[src/rtl/cc20_ram.sv]
// generic single write port ram with registered read
`timescale 1ns / 1ps
`default_nettype none

module cc20_ram #(
  parameter int WIDTH = 32,
  parameter int DEPTH = 32
) (
  input  wire logic                     clk,
  input  wire logic                     wr_en,
  input  wire logic [$clog2(DEPTH)-1:0] wr_addr,
  input  wire logic [WIDTH-1:0]         wr_data,
  input  wire logic                     rd_en,
  input  wire logic [$clog2(DEPTH)-1:0] rd_addr,
  output logic      [WIDTH-1:0]         rd_data
);

  logic [WIDTH-1:0] mem [DEPTH];
  logic [WIDTH-1:0] rd_data_r;

  always_ff @(posedge clk) begin
    if (wr_en) begin
      mem[wr_addr] <= wr_data;
    end
    if (rd_en) begin
      rd_data_r <= mem[rd_addr];
    end
  end

  assign rd_data = rd_data_r;

endmodule

`default_nettype wire

[config.mk]
export PLATFORM = sky130hd
export DESIGN_NAME = cc20_ram
export DESIGN_NICKNAME = d
export VERILOG_FILES = /design/src/rtl/cc20_ram.sv
export SDC_FILE = /design/constraint.sdc
export NUM_CORES = 1
export LEC_CHECK = 0
export BUFFER_PORTS_ARGS = -buffer_cell sky130_fd_sc_hd__clkbuf_2
export CAP_MARGIN = 10
export CORE_ASPECT_RATIO = 0.75
export CORE_MARGIN = 2
export CORE_UTILIZATION = 30
export CTS_BUF_LIST = sky130_fd_sc_hd__clkbuf_8
export CTS_CLUSTER_DIAMETER = 100
export DETAILED_ROUTE_END_ITERATION = 6
export MAX_ROUTING_LAYER = met4
export PLACE_DENSITY = 0.48
export SLEW_MARGIN = 20
export SYNTH_ARGS = -nofsm -noshare
export SYNTH_HDL_FRONTEND = slang
export SYNTH_SLANG_ARGS = --single-unit
[constraint.sdc]
create_clock -name clk -period 8.85 [get_ports clk]
set_clock_uncertainty 0.2 [all_clocks]
set_input_delay 1.3275 -clock clk [delete_from_list [all_inputs] [get_ports clk]]
set_output_delay 1.3275 -clock clk [all_outputs]
set_load 0.01 [all_outputs]
# Yosys cells after proc, flatten, opt, wreduce, memory -nomap -nowiden
# Memory sizes are Yosys's and may differ from the RTL's. A register that Yosys moved wholly into a read port is not among the register bits.
# Cells that the tools add are included.
# Widths: inputs -> output; s select.
[word_totals] input_bits=45 output_inout_bits=32 mem_count=1 mem_bits_rw=1024 wordCells=3 regBits=0
[classes] muxes=2
[mem_list] memory="mem" words=32 word_bits=32 read_ports=1 rd_ports_with_merged_regs=1 wr=1 line_no="18" rtl="logic [WIDTH-1:0] mem [DEPTH];"
[ops] operator="$mux 1" count=2

# Longest topological paths before layout
[depth] word_depth=2 depth_mapped=8 depth_no_buf=5

# Worst setup path after synthesis
# No wires, ideal clock.
[synth_timing] path_kind="input -> register" from="in wr_addr[1]" to="mem mem[12][0], enable pin" setup_slack_ps=4888 required_ps=8229 setup_time_ps=421 path_stages=3 path_buffers=1 t_arrival_ps=3340 path_cell_list="or3b_2 > clkbuf_1 > nor2_1"
[synth_rtl] item="start: declaration" line_no="11" rtl="input wire logic [$clog2(DEPTH)-1:0] wr_addr,"
[synth_rtl] item="end: declaration" line_no="18"
# No word-level cell before the write port.

==> impl_metrics.py <==
metrics = {
    "clock_network": {
        "post-cts-setup-buffer-count": 0,
        "cts-root-buf": "clkbuf_8",
        "clk_path_buf_depth": 3,
        "cts_tree": "built",
        "clk_latency_ns": 0.85,
        "clk_pin_slew_worst_paths_ns": 0.07,
        "cts.sinks": 1056,
        "ctsHoldBuffers": 0,
        "ctsResizeCount": 0,
        "h-tree-depth": 4,
        "cts_buffers": 158,
    },
    "placed_design": {
        "hpwlAfterDp_um": 51300,
        "place_area_um2": 43400,
        "port_buffers": 76,
        "gp_congestion": 0.728,
    },
    "logic_synthesis": {
        "yosys.area_share.simple": 0.0308,
        "synth_nets": 2305,
        "synth-xor-area-share": 0,
        "avgSynthCellArea_um2": 18.1,
        "synthCells": 2260,
        "synthMuxAreaShare": 0.126,
        "ys_types": 24,
        "synthAdderAreaFrac": 0,
        "synth_top_family_by_area": "multiplexers",
        "yosys.area.top_type_share": 0.777,
        "synth_top_area_cell": "edfxtp_1",
        "synth_compound_area_frac": 0.0481,
        "synthTopCellsByArea": "edfxtp_1 (78%), mux2i_1 (13%), a22oi_1 (1.8%)",
        "ys_ff_latch": 1056,
        "ys.warnings.count": 0,
        "syn_area_um2": 40800,
        "yosysSeqAreaShare": 0.777,
    },
    "sta": {
        "slew_viol_final": 0,
        "timing_hold_violations_final": 0,
        "setup-tns-final_ns": 0,
        "worst_pin_slew_ns": 1.14,
        "rsz0062_at_grt": "false",
        "slew_headroom": 0.243,
        "post-route-min-period_ns": 3.62,
        "finalSetupViolCount": 0,
        "period_share": 0.409,
        "fmax_mhz": 276,
    },
    "global_routing": {
        "grt_overflow_total": 0,
        "grt_antenna_before_repair": 5,
        "grt_pass1_wl_um": 157000,
        "grt_max_degree": 139,
        "grt_pass1_vias": 21500,
        "globalRouteTotalUtil": 0.165,
    },
    "drt": {
        "routed_via_density": 4.93,
        "antenna_left": 0,
        "wl_met2_um": 52500,
        "vias": 21300,
        "firstDrtPassIters": 5,
        "dr.max_layer_used": "met4",
        "wl_met1_um": 51700,
        "drc": 0,
        "wl_met3_um": 5750,
        "drt-initial-drc-count": 1813,
        "wl_um": 112000,
        "wire_per_inst_um": 26.0,
    },
    "power": {
        "vdd_drop_max_v": 0.000159,
        "power_density_nw_per_um2": 212,
        "p_total_mw": 9.79,
        "p_leak_nw": 15.8,
    },
    "setup_path": {
        "r2r_end": "rd_data[5]",
        "reg2reg_slack_ns": 7.15,
        "crit_type": "input pin to flip-flop",
        "crit_start": "rd_addr[0]",
        "start_kind": "input pin",
        "reg2reg_from": "mem[7][5]",
        "critPathCaptureType": "flip-flop",
        "cp.arrival_ns": 4.00,
        "crit_end": "rd_data[20]",
        "cp.required_ns": 9.23,
        "worstPathMaxFanout": 138,
        "reg2reg_depth": 5,
    },
    "min_path": {
        "holdCritPathClass": "flip-flop to flip-flop",
    },
    "cells_and_area": {
        "final_cell_area_um2": 46200,
        "final_common_cell": "edfxtp_1",
        "most-common-layout-cells": "edfxtp_1 (1056), mux2i_1 (512), clkbuf_8 (166)",
        "area_delta_synth_final_pct": 13.2,
        "nets": 2462,
        "final_util": 0.341,
        "drive_gt1_frac": 0.140,
        "fill_cells": 12800,
    },
    "floorplan": {
        "core_area_um2": 135000,
        "die_x_um": 430,
        "initial_core_util": 0.301,
        "fp.dieH_um": 323,
        "rows": 117,
        "fp.dieArea_um2": 139000,
        "pin_count": 77,
    },
    "run_status": {
        "status": "finished, final reports clean",
    },
    "job": {
        "drv_cap": 0,
    },
}
cells in the mapped netlist:
cell	count
nor3_1	32
edfxtp_1	1056
a31oi_1	32
nand2b_1	2
a22o_1	64
clkbuf_4	2
buf_4	33
nand3b_1	5
buf_6	15
nor2_1	34
a22oi_1	96
nor2b_1	1
nand2_1	98
or2_2	1
a21oi_1	96
and2b_1	1
buf_2	26
buf_1	5
mux2i_1	512
or3_1	1
nand3_1	98
or3b_2	3
clkbuf_1	46
and2_1	1
final cells by class:
class | instances | area [um2] | area share
antenna | 5 | 12.5 | 0.000271
clock buffer | 166 | 2280 | 0.0495
clock inverter | 112 | 538 | 0.0116
multi-input combinational | 1077 | 8610 | 0.186
sequential | 1056 | 31700 | 0.687
tap | 1785 | 2230 | 0.0484
timing repair buffer | 124 | 801 | 0.0173
metrics by stage:
stage / setup WS [ns] / hold WS, ns / instances
after CTS: 5.37 / 0.471 / 4320
after global routing: 5.15 / 0.522 / 4323
final: 5.23 / 0.468 / 4325
after floorplan: 4.89 / 0.429 / 2260
after detailed placement: 4.45 / 0.470 / 4042
after global placement: 4.45 / 0.462 / 4042
worst max-delay path, stage by stage:
cell	delay [ns]
buf_8	0.74
buf_12	0.74
mux2i_1	0.31
a22o_1	0.16
nor3_1	0.05
a31oi_1	0.21
nand3_1	0.14
registers in the layout, indices dropped and copies added (netlist names):
name / flops
rd_data: 32
mem: 1024
layer usage:
metal / up-vias / track usage
li1: 9340 / -
met1: 11200 / 0.219
met2: 609 / 0.257
met3: 198 / 0.0298
met4: 0 / 0.0509
met5: - / -
worst min path at each step:
stage	from	slack, ns	depth (start not counted)	to
2_1_floorplan	mem[16][10]	0.43	4	rd_data[10]
3_5_place_dp	mem[17][31]	0.47	4	rd_data[31]
3_3_place_gp	mem[16][16]	0.46	4	rd_data[16]
4_1_cts	mem[16][4]	0.47	4	rd_data[4]
6_report	mem[16][4]	0.47	4	rd_data[4]
5_1_grt	mem[16][4]	0.52	4	rd_data[4]
cells by family (layout without fill, tap and decap cells):
kind of cell / after synthesis / count (layout)
DFF: 1056 / 1056
buffers and inverters: 127 / 402
muxes: 512 / 512
other: 0 / 5
AOI/OAI and AO/OA: 288 / 288
and+or+nand+nor: 277 / 277
report_power, final:
group / switching [mW] / leakage, nW / internal (mW) / total, mW
Sequential: 0.0254 / 9.54 / 5.58 / 5.61
Combinational: 0.348 / 4.67 / 0.159 / 0.507
Clock: 1.86 / 1.62 / 1.81 / 3.68
Note: power is estimated with default switching activity, not from simulation.
